==> src/sv/dcci_pkg.sv <==
// Shared types, opcodes and cursor helpers for the display controller command interface.
package dcci_pkg;

   localparam int PANEL_WIDTH  = 160;
   localparam int PANEL_HEIGHT = 128;
   localparam int QUEUE_DEPTH  = 4;
   localparam int QPTR_W       = $clog2(QUEUE_DEPTH);
   localparam int QCNT_W       = $clog2(QUEUE_DEPTH + 1);

   localparam logic [7:0] OP_NONE    = 8'h00;
   localparam logic [7:0] OP_SWRESET = 8'h01;
   localparam logic [7:0] OP_INVOFF  = 8'h20;
   localparam logic [7:0] OP_INVON   = 8'h21;
   localparam logic [7:0] OP_DISPOFF = 8'h28;
   localparam logic [7:0] OP_DISPON  = 8'h29;
   localparam logic [7:0] OP_CASET   = 8'h2A;
   localparam logic [7:0] OP_RASET   = 8'h2B;
   localparam logic [7:0] OP_RAMWR   = 8'h2C;
   localparam logic [7:0] OP_COLMOD  = 8'h3A;

   localparam logic [1:0] FMT_12 = 2'd0;
   localparam logic [1:0] FMT_16 = 2'd1;
   localparam logic [1:0] FMT_18 = 2'd2;

   localparam logic [7:0] COLMOD_12 = 8'd3;
   localparam logic [7:0] COLMOD_16 = 8'd5;
   localparam logic [7:0] COLMOD_18 = 8'd6;

   typedef struct packed {
      logic [7:0] col;
      logic [7:0] row;
   } cursor_type;

   typedef struct packed {
      cursor_type pos;
      logic [7:0] red;
      logic [7:0] green;
      logic [7:0] blue;
   } pix_type;

   typedef struct packed {
      logic [1:0]      count;
      pix_type [1:0]   px;
      logic            inv;
      logic            disp;
      logic [1:0]      fmt;
   } job_type;

   function automatic logic on_panel(cursor_type c);
      on_panel = ({1'b0, c.col} < 9'(PANEL_WIDTH)) && ({1'b0, c.row} < 9'(PANEL_HEIGHT));
   endfunction

   function automatic cursor_type advance(cursor_type c, logic [7:0] cs, logic [7:0] ce,
                                          logic [7:0] rs, logic [7:0] re);
      cursor_type n;
      n = c;
      if (c.col >= ce) begin
         n.col = cs;
         if (c.row >= re) begin
            n.row = rs;
         end else begin
            n.row = c.row + 8'd1;
         end
      end else begin
         n.col = c.col + 8'd1;
      end
      return n;
   endfunction

endpackage

==> src/sv/dcci_front.sv <==
// Front end: accepts link bytes, decodes commands, assembles pixels and walks the cursor.
module dcci_front (
   input  logic                 clock,
   input  logic                 reset,
   input  logic                 accept,
   input  logic                 cmd,
   input  logic [7:0]           byte_value,
   output dcci_pkg::job_type    job
);

   logic [7:0]       opcode_ff, opcode_in;
   logic [3:0][7:0]  params_ff, params_in;
   logic [2:0]       ptotal_ff, ptotal_in;
   logic [2:0][7:0]  pbytes_ff, pbytes_in;
   logic [1:0]       pcnt_ff, pcnt_in;
   logic [1:0]       fmt_ff, fmt_in;
   logic             inv_ff, inv_in;
   logic             disp_ff, disp_in;
   logic [7:0]       cs_ff, cs_in, ce_ff, ce_in, rs_ff, rs_in, re_ff, re_in;
   dcci_pkg::cursor_type cur_ff, cur_in;

   dcci_pkg::cursor_type cur;
   dcci_pkg::pix_type    p0, p1;
   logic [1:0]           idx;
   logic [2:0]           newcnt;
   logic [1:0]           nput;
   logic                 slot;
   logic [1:0]           emitted;

   always_comb begin
      opcode_in = opcode_ff;
      params_in = params_ff;
      ptotal_in = ptotal_ff;
      pbytes_in = pbytes_ff;
      pcnt_in   = pcnt_ff;
      fmt_in    = fmt_ff;
      inv_in    = inv_ff;
      disp_in   = disp_ff;
      cs_in     = cs_ff;
      ce_in     = ce_ff;
      rs_in     = rs_ff;
      re_in     = re_ff;
      cur       = cur_ff;
      p0        = '0;
      p1        = '0;
      idx       = 2'd0;
      newcnt    = 3'd0;
      nput      = 2'd0;
      slot      = 1'b0;
      emitted   = 2'd0;
      job       = '0;
      if (!cmd) begin
         ptotal_in = 3'd0;
         pcnt_in   = 2'd0;
         opcode_in = dcci_pkg::OP_NONE;
         unique case (byte_value)
            dcci_pkg::OP_INVOFF:  inv_in  = 1'b0;
            dcci_pkg::OP_INVON:   inv_in  = 1'b1;
            dcci_pkg::OP_DISPOFF: disp_in = 1'b0;
            dcci_pkg::OP_DISPON:  disp_in = 1'b1;
            dcci_pkg::OP_SWRESET: begin
               fmt_in  = dcci_pkg::FMT_18;
               inv_in  = 1'b0;
               disp_in = 1'b0;
               cur     = '0;
            end
            default: opcode_in = byte_value;
         endcase
      end else if (opcode_ff == dcci_pkg::OP_RAMWR) begin
         idx = (pcnt_ff > 2'd2) ? 2'd0 : pcnt_ff;
         pbytes_in[idx] = byte_value;
         newcnt = {1'b0, idx} + 3'd1;
         pcnt_in = newcnt[1:0];
         if (fmt_ff == dcci_pkg::FMT_16) begin
            if (newcnt >= 3'd2) begin
               nput = 2'd1;
               p0.red   = pbytes_in[0] & 8'hF8;
               p0.green = {pbytes_in[0][2:0], 5'd0} | ({3'd0, pbytes_in[1][7:3]} & 8'h1C);
               p0.blue  = {pbytes_in[1][4:0], 3'd0};
               pcnt_in  = 2'd0;
            end
         end else if (newcnt >= 3'd3) begin
            pcnt_in = 2'd0;
            if (fmt_ff == dcci_pkg::FMT_12) begin
               nput = 2'd2;
               p0.red   = pbytes_in[0] & 8'hF0;
               p0.green = {pbytes_in[0][3:0], 4'd0};
               p0.blue  = pbytes_in[1] & 8'hF0;
               p1.red   = {pbytes_in[1][3:0], 4'd0};
               p1.green = pbytes_in[2] & 8'hF0;
               p1.blue  = {pbytes_in[2][3:0], 4'd0};
            end else begin
               nput = 2'd1;
               p0.red   = pbytes_in[0] & 8'hFC;
               p0.green = pbytes_in[1] & 8'hFC;
               p0.blue  = pbytes_in[2] & 8'hFC;
            end
         end
         if (nput != 2'd0) begin
            if (dcci_pkg::on_panel(cur)) begin
               p0.pos = cur;
               job.px[0] = p0;
               slot = 1'b1;
               emitted = 2'd1;
            end
            cur = dcci_pkg::advance(cur, cs_ff, ce_ff, rs_ff, re_ff);
         end
         if (nput == 2'd2) begin
            if (dcci_pkg::on_panel(cur)) begin
               p1.pos = cur;
               job.px[slot] = p1;
               emitted = emitted + 2'd1;
            end
            cur = dcci_pkg::advance(cur, cs_ff, ce_ff, rs_ff, re_ff);
         end
      end else begin
         if (ptotal_ff < 3'd4) begin
            params_in[ptotal_ff[1:0]] = byte_value;
            ptotal_in = ptotal_ff + 3'd1;
         end
         if (opcode_ff == dcci_pkg::OP_CASET && ptotal_in == 3'd4) begin
            cs_in     = params_in[1];
            ce_in     = params_in[3];
            cur.col   = params_in[1];
            opcode_in = dcci_pkg::OP_NONE;
            ptotal_in = 3'd0;
         end else if (opcode_ff == dcci_pkg::OP_RASET && ptotal_in == 3'd4) begin
            rs_in     = params_in[1];
            re_in     = params_in[3];
            cur.row   = params_in[1];
            opcode_in = dcci_pkg::OP_NONE;
            ptotal_in = 3'd0;
         end else if (opcode_ff == dcci_pkg::OP_COLMOD && ptotal_in == 3'd1) begin
            unique case (params_in[0])
               dcci_pkg::COLMOD_12: fmt_in = dcci_pkg::FMT_12;
               dcci_pkg::COLMOD_16: fmt_in = dcci_pkg::FMT_16;
               dcci_pkg::COLMOD_18: fmt_in = dcci_pkg::FMT_18;
               default:             fmt_in = fmt_ff;
            endcase
            opcode_in = dcci_pkg::OP_NONE;
            ptotal_in = 3'd0;
         end
      end
      cur_in    = cur;
      job.count = emitted;
      job.inv   = inv_in;
      job.disp  = disp_in;
      job.fmt   = fmt_in;
   end

   always_ff @(posedge clock) begin
      if (reset) begin
         opcode_ff <= dcci_pkg::OP_NONE;
         ptotal_ff <= 3'd0;
         pcnt_ff   <= 2'd0;
         fmt_ff    <= dcci_pkg::FMT_18;
         inv_ff    <= 1'b0;
         disp_ff   <= 1'b0;
         cs_ff     <= 8'd0;
         ce_ff     <= 8'(dcci_pkg::PANEL_WIDTH - 1);
         rs_ff     <= 8'd0;
         re_ff     <= 8'(dcci_pkg::PANEL_HEIGHT - 1);
         cur_ff    <= '0;
      end else if (accept) begin
         opcode_ff <= opcode_in;
         ptotal_ff <= ptotal_in;
         pcnt_ff   <= pcnt_in;
         fmt_ff    <= fmt_in;
         inv_ff    <= inv_in;
         disp_ff   <= disp_in;
         cs_ff     <= cs_in;
         ce_ff     <= ce_in;
         rs_ff     <= rs_in;
         re_ff     <= re_in;
         cur_ff    <= cur_in;
      end
   end

   always_ff @(posedge clock) begin
      if (accept) begin
         params_ff <= params_in;
         pbytes_ff <= pbytes_in;
      end
   end

endmodule

==> src/sv/dcci_queue.sv <==
// Short job queue between the decode front end and the result back end.
module dcci_queue (
   input  logic              clock,
   input  logic              reset,
   input  logic              push,
   input  dcci_pkg::job_type push_data,
   input  logic              pop,
   output logic              full,
   output logic              nonempty,
   output dcci_pkg::job_type head
);

   dcci_pkg::job_type entries [dcci_pkg::QUEUE_DEPTH];

   logic [dcci_pkg::QPTR_W-1:0] wr_ptr_ff, wr_ptr_in, rd_ptr_ff, rd_ptr_in;
   logic [dcci_pkg::QCNT_W-1:0] count_ff, count_in;

   assign full     = (count_ff == dcci_pkg::QCNT_W'(dcci_pkg::QUEUE_DEPTH));
   assign nonempty = (count_ff != '0);
   assign head     = entries[rd_ptr_ff];

   always_comb begin
      wr_ptr_in = push ? wr_ptr_ff + 1'b1 : wr_ptr_ff;
      rd_ptr_in = pop ? rd_ptr_ff + 1'b1 : rd_ptr_ff;
      count_in  = count_ff;
      if (push && !pop) begin
         count_in = count_ff + 1'b1;
      end else if (pop && !push) begin
         count_in = count_ff - 1'b1;
      end
   end

   always_ff @(posedge clock) begin
      if (reset) begin
         wr_ptr_ff <= '0;
         rd_ptr_ff <= '0;
         count_ff  <= '0;
      end else begin
         wr_ptr_ff <= wr_ptr_in;
         rd_ptr_ff <= rd_ptr_in;
         count_ff  <= count_in;
      end
   end

   always_ff @(posedge clock) begin
      if (push) begin
         entries[wr_ptr_ff] <= push_data;
      end
   end

endmodule

==> src/sv/dcci_back.sv <==
// Back end: expands queued jobs into results and holds them in the output register.
module dcci_back (
   input  logic              clock,
   input  logic              reset,
   input  logic              nonempty,
   input  dcci_pkg::job_type head,
   output logic              pop,
   output logic              rsp_valid,
   input  logic              rsp_ready,
   output logic              rsp_pixel_valid,
   output logic [14:0]       rsp_pixel_addr,
   output logic [7:0]        rsp_red,
   output logic [7:0]        rsp_green,
   output logic [7:0]        rsp_blue,
   output logic              rsp_last,
   output logic              rsp_inverted_now,
   output logic              rsp_display_enabled,
   output logic [1:0]        rsp_format_now
);

   logic              sub_ff, sub_in;
   logic              valid_ff, valid_in;
   logic              pvalid_ff;
   logic [14:0]       addr_ff;
   logic [7:0]        red_ff, green_ff, blue_ff;
   logic              last_ff, inv_ff, disp_ff;
   logic [1:0]        fmt_ff;

   logic              load;
   logic              last_sel;
   logic              has_pix;
   dcci_pkg::pix_type sel;
   logic [15:0]       addr_full;

   assign load     = nonempty && (!valid_ff || rsp_ready);
   assign last_sel = (head.count < 2'd2) || sub_ff;
   assign pop      = load && last_sel;
   assign has_pix  = (head.count != 2'd0);
   assign sel      = has_pix ? head.px[sub_ff] : '0;
   assign addr_full = 16'(sel.pos.row) * 16'(dcci_pkg::PANEL_WIDTH) + 16'(sel.pos.col);

   always_comb begin
      sub_in   = load ? !last_sel : sub_ff;
      valid_in = load || (valid_ff && !rsp_ready);
   end

   always_ff @(posedge clock) begin
      if (reset) begin
         sub_ff   <= 1'b0;
         valid_ff <= 1'b0;
      end else begin
         sub_ff   <= sub_in;
         valid_ff <= valid_in;
      end
   end

   always_ff @(posedge clock) begin
      if (load) begin
         pvalid_ff <= has_pix;
         addr_ff   <= addr_full[14:0];
         red_ff    <= sel.red;
         green_ff  <= sel.green;
         blue_ff   <= sel.blue;
         last_ff   <= last_sel;
         inv_ff    <= head.inv;
         disp_ff   <= head.disp;
         fmt_ff    <= head.fmt;
      end
   end

   assign rsp_valid           = valid_ff;
   assign rsp_pixel_valid     = pvalid_ff;
   assign rsp_pixel_addr      = addr_ff;
   assign rsp_red             = red_ff;
   assign rsp_green           = green_ff;
   assign rsp_blue            = blue_ff;
   assign rsp_last            = last_ff;
   assign rsp_inverted_now    = inv_ff;
   assign rsp_display_enabled = disp_ff;
   assign rsp_format_now      = fmt_ff;

endmodule

==> src/sv/display_controller_command_interface.sv <==
// Top level of the display controller command interface.
//
//   channel  direction  handshake              payload
//   req      in         req_valid / req_ready  req_cmd, req_byte_value
//   rsp      out        rsp_valid / rsp_ready  pixel_valid, pixel_addr, red, green, blue,
//                                              last, inverted_now, display_enabled, format_now
//
// One request is accepted per cycle while the four-entry job queue has room.
// A request makes one or two responses; a 12-bit byte triple packs two pixels, one per response.
// A request's job is registered in the queue, then its response in the output register.
// Reset is synchronous; it empties the queue and clears the output valid and controller state.
// A stalled response backs up into the queue; req_ready drops only when it is full.
module display_controller_command_interface (
   input  logic        clock,
   input  logic        reset,
   input  logic        req_valid,
   output logic        req_ready,
   input  logic        req_cmd,
   input  logic [7:0]  req_byte_value,
   output logic        rsp_valid,
   input  logic        rsp_ready,
   output logic        rsp_pixel_valid,
   output logic [14:0] rsp_pixel_addr,
   output logic [7:0]  rsp_red,
   output logic [7:0]  rsp_green,
   output logic [7:0]  rsp_blue,
   output logic        rsp_last,
   output logic        rsp_inverted_now,
   output logic        rsp_display_enabled,
   output logic [1:0]  rsp_format_now
);

   logic              accept;
   logic              q_full;
   logic              q_nonempty;
   logic              q_pop;
   dcci_pkg::job_type job;
   dcci_pkg::job_type head;

   assign req_ready = !q_full;
   assign accept    = req_valid && req_ready;

   dcci_front u_front (
      .clock      (clock),
      .reset      (reset),
      .accept     (accept),
      .cmd        (req_cmd),
      .byte_value (req_byte_value),
      .job        (job)
   );

   dcci_queue u_queue (
      .clock     (clock),
      .reset     (reset),
      .push      (accept),
      .push_data (job),
      .pop       (q_pop),
      .full      (q_full),
      .nonempty  (q_nonempty),
      .head      (head)
   );

   dcci_back u_back (
      .clock               (clock),
      .reset               (reset),
      .nonempty            (q_nonempty),
      .head                (head),
      .pop                 (q_pop),
      .rsp_valid           (rsp_valid),
      .rsp_ready           (rsp_ready),
      .rsp_pixel_valid     (rsp_pixel_valid),
      .rsp_pixel_addr      (rsp_pixel_addr),
      .rsp_red             (rsp_red),
      .rsp_green           (rsp_green),
      .rsp_blue            (rsp_blue),
      .rsp_last            (rsp_last),
      .rsp_inverted_now    (rsp_inverted_now),
      .rsp_display_enabled (rsp_display_enabled),
      .rsp_format_now      (rsp_format_now)
   );

endmodule
==> config.mk <==
export PLATFORM = sky130hd
export DESIGN_NAME = display_controller_command_interface
export DESIGN_NICKNAME = d
export VERILOG_FILES = /design/src/sv/dcci_pkg.sv /design/src/sv/dcci_front.sv /design/src/sv/dcci_queue.sv /design/src/sv/dcci_back.sv /design/src/sv/display_controller_command_interface.sv
export SDC_FILE = /design/constraint.sdc
export NUM_CORES = 1
export LEC_CHECK = 0
export ABC_AREA = 1
export BUFFER_PORTS_ARGS = -buffer_cell sky130_fd_sc_hd__buf_2
export CAP_MARGIN = 30
export CORE_UTILIZATION = 60
export DETAILED_ROUTE_END_ITERATION = 7
export PLACE_DENSITY = 0.85
export SYNTH_ARGS = -nofsm -noshare
export SYNTH_HDL_FRONTEND = slang
export SYNTH_SLANG_ARGS = --single-unit
export TNS_END_PERCENT = 30
==> constraint.sdc <==
create_clock -name clock -period 6 [get_ports clock]
set_input_delay 0.6 -clock clock [delete_from_list [all_inputs] [get_ports clock]]
set_output_delay 0.6 -clock clock [all_outputs]
set_load 0.005 [all_outputs]
After elaboration in Yosys (flattened, before gate mapping) --
Memory sizes are Yosys's and may differ from the RTL's. A register that Yosys moved wholly into a read port is not among the register bits. Index checks and enable logic that the tools add are counted.
Word-level totals: memories 1, register bits after elaboration 175, input bits 13, ROM bits 0, latch bits 0, memory bits (writable) 344
Operators by class: equality and inequality tests 24, bitwise gates (word level) 3, shift-type cells 0, multipliers 1, reduce and logical (&&, ||, !) cells 42, mux-type cells 103, $lt $le $gt $ge 20, $add $sub $neg 12, divide/modulo/power cells 0
Memory list:
- u_queue.entries | depth 4, width 86, rd ports 1, clocked after memory_dff 1, wr ports 1, RTL line dcci_queue.sv:13 | dcci_pkg::job_type entries [dcci_pkg::QUEUE_DEPTH];
Operators by type and width (count):
- $mux W40 | 8
- $mux W80 | 4
- $mux W24 | 8
- $mux W8 | 17
- $mux W16 | 7
- $mux W32 | 3
- $bwmux W80 | 1
- $eq A8 B6 Y1 const B | 8
- $mux W2 | 26
- $demux W40 S1 | 1
- $add A8 B1 Y8 const B | 4
- $bwmux W32 | 1
- $demux W8 S2 | 2
- $ge A8 B8 Y1 | 4
- $lt A8 B8 Y1 const B | 4
- $mux W3 | 10
- $bwmux W24 | 1
- $mux W20 | 1
- $eq A8 B3 Y1 const B | 2
- $add A15 B8 Y15 | 1
- $logic_and A1 B1 Y1 | 14
- $reduce_and A3 Y1 | 4
- $reduce_and A4 Y1 | 3
- $mul A8 B3 Y10 const B | 1
- 37 further kinds | 70

Longest topological paths before layout --
Gate-level depths: netlist of the first run.
word-level depth 21, gate-level depth with buffers 29, mapped depth without buffers 28

Hierarchy --
From an unflattened synthesis of the first run, not the netlist that was laid out.
Unflattened totals: cell total of the unflattened synthesis 2391, area, all modules 24040.6 µm²
Modules (own cells, without submodules):
- dcci_queue | seq. area each 10510.1 µm², cells each 890, area an instance 13170.1 µm², instances 1
- dcci_front | seq. area each 2742.6 µm², cells each 1205, area an instance 8235.4 µm², instances 1
- dcci_back | seq. area each 1391.3 µm², cells each 293, area an instance 2621.3 µm², instances 1
- display_controller_command_interface | seq. area each 0.0 µm², cells each 3, area an instance 13.8 µm², instances 1

Worst setup path after synthesis of the first run --
Ideal clock, no wire load.
path kind input-to-reg, start point input port req_valid, end point memory u_queue.entries[0][0] (netlist name) (enable), setup time 0.495 ns, arrival 3.784 ns, stages on the path 3, data required time 5.505 ns, path slack 1.721 ns, path buffers 1, cells stage by stage nand2_1 -> clkbuf_1 -> nor2_1
Between the ends: longest elaborated chain between the ends 3
RTL lines:
- start, declared | RTL line display_controller_command_interface.sv:16 | input logic req_valid,
- $logic_and A1 B1 Y1 | RTL line display_controller_command_interface.sv:41 | assign accept = req_valid && req_ready;
- $mux W1 | RTL line dcci_queue.sv:46 | if (push) begin
- $mux W1 (not written as such) | RTL line dcci_queue.sv:47 | entries[wr_ptr_ff] <= push_data;
- end, declared | RTL line dcci_queue.sv:13
No other way between the ends.

==> results of run 1 <==
-- layout make-up --
class / count / area (um^2) / share of cell area, %
Tap cell: 448 / 561 / 2.47
Inverter: 212 / 802 / 3.53
Sequential cell: 435 / 12300 / 54.1
Clock inverter: 16 / 173 / 0.759
Timing Repair Buffer: 75 / 523 / 2.30
Multi-Input combinational cell: 1362 / 7190 / 31.6
Clock buffer: 62 / 1180 / 5.18
-- metrics by stage --
stage,setup slack [ns],area [um^2]
floorplan,1.72,20700
global placement,1.72,21300
detailed placement,1.54,21300
CTS,1.52,22700
global route,1.18,22700
finish,1.50,22700
-- power breakdown --
| part | internal [mW] | switching, mW |
|---|---|---|
| Combinational | 0.980 | 2.01 |
| Clock | 1.46 | 1.14 |
| Sequential | 3.81 | 0.157 |
-- cells by family after synthesis --
| family | count (synthesis) | synth area share, % |
|---|---|---|
| other | 1 | 0.0182 |
| adder cells (fa/ha/maj) | 67 | 4.17 |
| AND/OR/NAND/NOR | 750 | 15.3 |
| buffers and inverters | 308 | 5.99 |
| AO/OA/AOI/OAI | 508 | 13.9 |
| XOR/XNOR | 23 | 0.976 |
| flip-flops | 435 | 59.6 |
-- cells in the final DEF (no fill, tap or decap), drive strengths merged, types with 14 or more instances in the layout --
cell type	n
edfxtp	359
nand2	331
nor2	320
o21ai	280
inv	213
a21oi	108
dfxtp	76
buf	75
nand3	69
ha	64
clkbuf	62
o221ai	30
a31oi	28
o211ai	17
o22ai	16
conb	14
-- sequential cells by signal, summed over array words and instances (netlist names), 15 cells and up, named ones only --
signal / count
u_queue.entries: 272
u_front.pbytes_ff: 24
u_front.cur_ff: 16
u_back.rsp_pixel_addr: 15
u_front.params_ff: 24
-- worst max path at each step --
stage	slack (ns)	cells past startpoint	end	from
2_1_floorplan	1.72	3	u_queue.entries[0][0]$_DFFE_PP_	req_valid
3_3_place_gp	1.72	16	u_back.rsp_pixel_addr[14]$_DFFE_PP_	flip-flop
3_5_place_dp	1.54	16	u_back.rsp_pixel_addr[14]$_DFFE_PP_	flip-flop
4_1_cts	1.52	16	u_back.rsp_pixel_addr[14]$_DFFE_PP_	flip-flop
5_1_grt	1.18	16	u_back.rsp_pixel_addr[14]$_DFFE_PP_	flip-flop
6_report	1.50	14	u_back.rsp_pixel_addr[14]$_DFFE_PP_	flip-flop
-- worst min-delay path, stage by stage --
cell	delay (ns)
buf_2	0.09
o21ai_0	0.06
nand2_1	0.05
inv_1	0.03
-- metal layers --
metal	GRT usage [%]	part of all wire [%]	up-vias
li1	-	-	7303
met3	4.88	10	156
met4	13.7	4.2	0
met5	0	0	-
met1	40.2	39	7528
met2	48.6	47	881
==> results.sh, run 1 <==
export IMPL_grt_pass1_vias=15300
export IMPL_cts_tree="built"
export IMPL_pin_count=60
export IMPL_dp_cells=2529
export IMPL_startpoint_type="flip-flop"
export IMPL_clk_latency_ns=0.56
export IMPL_postCtsSetupRepairBufs=0
export IMPL_reg2reg_to="u_back.rsp_pixel_addr[14]$_DFFE_PP_"
export IMPL_worstHoldStart="rsp_ready"
export IMPL_die_w_um=187
export IMPL_drv_cap=0
export IMPL_antennaDiodeCount=0
export IMPL_std_cell_rows=67
export IMPL_path_max_fanout=90
export IMPL_synthFlopType="edfxtp_1"
export IMPL_cpPeakStageDelay_ns=0.56
export IMPL_cp_data_required_time_ns=6.30
export IMPL_hpwl_mm=35.2
export IMPL_finalCoreUtilization_pct=67.5
export IMPL_antenna_found_initial=1
export IMPL_fin_worst_skew_ns=0.0213
export IMPL_crit_chain="clkinv_2 > buf_12 > o21ai_0 > o221ai_1 > nand2_1 > a31oi_1 > ha_1 > ha_1 > inv_1 > fa_1 > o21ai_0 > xor2_1 > nor4_1 > xnor2_1"
export IMPL_finalWirelength_mm=53.4
export IMPL_ys_async_sr_fraction_pct=0
export IMPL_slew_limit_headroom_pct=35.1
export IMPL_ys_ff_latch=435
export IMPL_portBuffers=53
export IMPL_via_per_inst=6.08
export IMPL_synth_edf_count=359
export IMPL_cts_buffers=43
export IMPL_synth_commonest_cells="359 x edfxtp_1, 316 x nand2_1, 292 x nor2_1"
export IMPL_crit_slowest_cell="dfxtp_4"
export IMPL_cp_top_family="buffers and inverters"
export IMPL_grt_ovfl_total=0
export IMPL_cellPowerDensity_nw_per_um2=421
export IMPL_die_area_um2=35100
export IMPL_whs_ns=0.330
export IMPL_power_leakage_nw=8.74
export IMPL_synth_cell_types=54
export IMPL_holdPathStages=4
export IMPL_syn_avg_cell_area_um2=9.86
export IMPL_firstDrtPassIters=6
export IMPL_ys_seq_area_share_pct=59.6
export IMPL_fmax_mhz=222
export IMPL_final_nets=2209
export IMPL_synth_warnings=0
export IMPL_rsz0062_at_grt="false"
export IMPL_vias=15900
export IMPL_grt_max_degree=91
export IMPL_power_mw=9.56
export IMPL_start_util_pct=61.2
export IMPL_setup_viol=0
export IMPL_worstPathArrival_ns=4.80
export IMPL_wl_per_cell_um=20.4
export IMPL_rr_worst_depth=14
export IMPL_yosysMostFrequentCell="edfxtp_1"
export IMPL_post_route_period_util_pct=74.9
export IMPL_final_cells=2610
export IMPL_ant_nets=0
export IMPL_critPathCaptureType="flip-flop"
export IMPL_num_fill_cells=2493
export IMPL_drive_gt1_share_pct=9.94
export IMPL_finalMaxSlewViolations=0
export IMPL_route_detailed_drc=0
export IMPL_hold_path_end="u_back.rsp_valid$_SDFF_PP0_"
export IMPL_grt_pass1_wl_mm=82.3
export IMPL_h_tree_depth=2
export IMPL_place_gp_congestion=0.986
export IMPL_cts_hold_buf=0
export IMPL_dr_first_iter_drc_count=1905
export IMPL_yosys_area_top_type="edfxtp_1"
export IMPL_ys_top_cells_by_area="edfxtp_1 52%, dfxtp_1 7.4%, o21ai_0 6.3%"
export IMPL_worst_path_buf_inv=3
export IMPL_die_y_um=187
export IMPL_tightest_slew_ns=0.971
export IMPL_path_clk_slew_ns=0.06
export IMPL_min_path_type="input pin to flip-flop"
export IMPL_tns_ns=0
export IMPL_max_vdd_ir_drop_mv=0.259
export IMPL_yosysTopAreaCellShare_pct=52.2
export IMPL_clock_path_buffers=3
export IMPL_core_um2=33700
export IMPL_postSynthCellCount=2092
export IMPL_setup_worst_path_class="flip-flop to flip-flop"
export IMPL_r2r_setup_slack_ns=1.50
export IMPL_cts_sinks=435
export IMPL_grt_usage_pct=30.1
export IMPL_cts_root_buf="clkbuf_16"
export IMPL_final_hold_violation_count=0
export IMPL_cts_resized=0
export IMPL_status="complete, no violations"
export IMPL_area_growth_synth_to_final_pct=10.2
export IMPL_syn_area_um2=20600
export IMPL_period_minus_slack_ns=4.50
Power figures use the tool's default switching activity.
==> run 2: changes to the inputs <==
==> constraint.sdc (replaced) <==
create_clock -name clock -period 4.6 [get_ports clock]
set_input_delay 0.46 -clock clock [delete_from_list [all_inputs] [get_ports clock]]
set_output_delay 0.46 -clock clock [all_outputs]
set_load 0.005 [all_outputs]
==> results.sh, run 2 (synthesis results as in run 1) <==
export IMPL_status="complete, no violations"
export IMPL_cts_hold_buf=0
export IMPL_final_cell_mix="359 x edfxtp_1, 316 x nand2_1, 285 x nor2_1"
export IMPL_cts_resized=0
export IMPL_dr_first_iter_drc_count=1715
export IMPL_drive_gt1_share_pct=10.5
export IMPL_wl_per_cell_um=20.5
export IMPL_finalWirelength_mm=53.8
export IMPL_layout_cells_most_common="edfxtp_1"
export IMPL_period_minus_slack_ns=4.17
export IMPL_multi_input_area_um2=7190
export IMPL_route_detailed_drc=0
export IMPL_vias=15700
export IMPL_die_w_um=187
export IMPL_clk_latency_ns=0.57
export IMPL_max_vdd_ir_drop_mv=0.501
export IMPL_post_place_ws_ns=0.531
export IMPL_std_cell_rows=67
export IMPL_path_clk_slew_ns=0.06
export IMPL_whs_ns=0.170
export IMPL_portBuffers=53
export IMPL_antenna_found_initial=0
export IMPL_cts_root_buf="clkbuf_16"
export IMPL_grt_ovfl_total=0
export IMPL_core_um2=33700
export IMPL_tns_ns=0
export IMPL_grt_usage_pct=30.9
export IMPL_fin_worst_skew_ns=0.0198
export IMPL_cp_data_required_time_ns=5.09
export IMPL_grt_max_degree=121
export IMPL_post_route_period_util_pct=90.7
export IMPL_grt_pass1_wl_mm=83.8
export IMPL_area_growth_synth_to_final_pct=11.0
export IMPL_slew_limit_headroom_pct=38.5
export IMPL_final_nets=2218
export IMPL_die_y_um=187
export IMPL_setup_worst_path_class="flip-flop to flip-flop"
export IMPL_worst_slack_ns=0.430
export IMPL_largest_reg_flops=272
export IMPL_clock_path_buffers=3
export IMPL_finalMaxSlewViolations=0
export IMPL_top_register="u_queue.entries"
export IMPL_reg_top3="u_queue.entries (272), u_front.params_ff (24), u_front.pbytes_ff (24)"
export IMPL_hpwl_mm=36.4
export IMPL_rsz0062_at_grt="false"
export IMPL_drv_cap=0
export IMPL_stdcell_area_um2=22900
export IMPL_final_hold_violation_count=0
export IMPL_r2r_setup_slack_ns=0.43
export IMPL_tightest_slew_ns=0.920
export IMPL_cellPowerDensity_nw_per_um2=555
export IMPL_die_area_um2=35100
export IMPL_fmax_mhz=240
export IMPL_critPathCaptureType="flip-flop"
export IMPL_dpl_cell_area_um2=21400
export IMPL_final_cells=2621
export IMPL_grt_pass1_vias=15200
export IMPL_min_path_type="input pin to flip-flop"
export IMPL_firstDrtPassIters=8
export IMPL_start_util_pct=61.2
export IMPL_cts_sinks=435
export IMPL_dp_cells=2539
export IMPL_pin_count=60
export IMPL_power_leakage_nw=8.81
export IMPL_cts_buffers=44
export IMPL_path_max_fanout=17
export IMPL_cts_tree="built"
export IMPL_setup_viol=0
export IMPL_antennaDiodeCount=0
export IMPL_place_gp_congestion=0.992
export IMPL_regArea_um2=12300
export IMPL_worstPathArrival_ns=4.66
export IMPL_postCtsSetupRepairBufs=0
export IMPL_num_fill_cells=2537
export IMPL_startpoint_type="flip-flop"
export IMPL_via_per_inst=5.98
export IMPL_h_tree_depth=2
export IMPL_ant_nets=0
run 2: cell types whose count changed in the layout (fill, tap and decap cells not counted), moves of 2 or more:
cell        change
inv_6           +2
bufinv_16       +3
clkbuf_8        -3
clkbuf_1        -8
clkinvlp_2      +2
buf_4           +7
clkinv_1        +6
run 2: power breakdown:
part	leakage [nW]	switching [mW]	internal, mW	total (mW)
Combinational	4.09	2.67	1.30	3.98
Clock	0.693	1.52	2.06	3.58
Sequential	4.03	0.172	4.97	5.15
Total	8.81	4.37	8.34	12.7
run 2: worst max-delay path, stage by stage, from the launching register on:
cell	delay, ns
dfxtp_1	0.39
inv_1	0.09
ha_1	0.43
clkinvlp_4	0.33
nand2_4	0.25
nand2_8	0.13
o21ai_0	0.56
ha_1	0.37
a21oi_1	0.15
o21ai_0	0.08
nand2_1	0.06
nand3_1	0.27
nand2_1	0.30
inv_1	0.16
o21ai_0	0.10
a21oi_1	0.05
o21ai_0	0.14
nand3_1	0.09
a21oi_1	0.14
run 2: layout make-up:
type / count / area share, %
inverter: 212 / 3.52
clock buffer: 52 / 4.94
sequential: 435 / 53.7
clock inverter: 29 / 1.33
timing repair buffer: 83 / 2.60
tap: 448 / 2.45
multi-input combinational: 1362 / 31.4
run 2: metrics by stage:
stage | utilization, % | total power [mW]
finish | 67.9 | 12.7
floorplan | - | 7.84
global route | 67.9 | 13.4
detailed placement | 63.6 | 9.14
global placement | 63.3 | 8.88
CTS | 67.9 | 12.7
run 2: path summary, 6_finish.rpt:
| check | from | to | cells after the start |
|---|---|---|---|
| worst min-delay path | rsp_ready | u_back.rsp_valid$_SDFF_PP0_ | 4 |
| worst max register to register | u_front.pcnt_ff[0]$_SDFFE_PP0P_ | u_front.cur_ff[0]$_SDFFE_PP0P_ | 18 |
| worst min register to register | u_front.opcode_ff[5]$_SDFFE_PP0P_ | u_front.opcode_ff[5]$_SDFFE_PP0P_ | 2 |
| worst max-delay path | u_front.pcnt_ff[0]$_SDFFE_PP0P_ | u_front.cur_ff[0]$_SDFFE_PP0P_ | 18 |
run 2: metal layers:
metal	wire length [um]	vias up	global-route usage, %
met1	21200	7442	40.7
met4	1900	0	12.3
met5	0	-	0
met2	25900	765	51.1
li1	-	7348	-
met3	4850	126	5.65
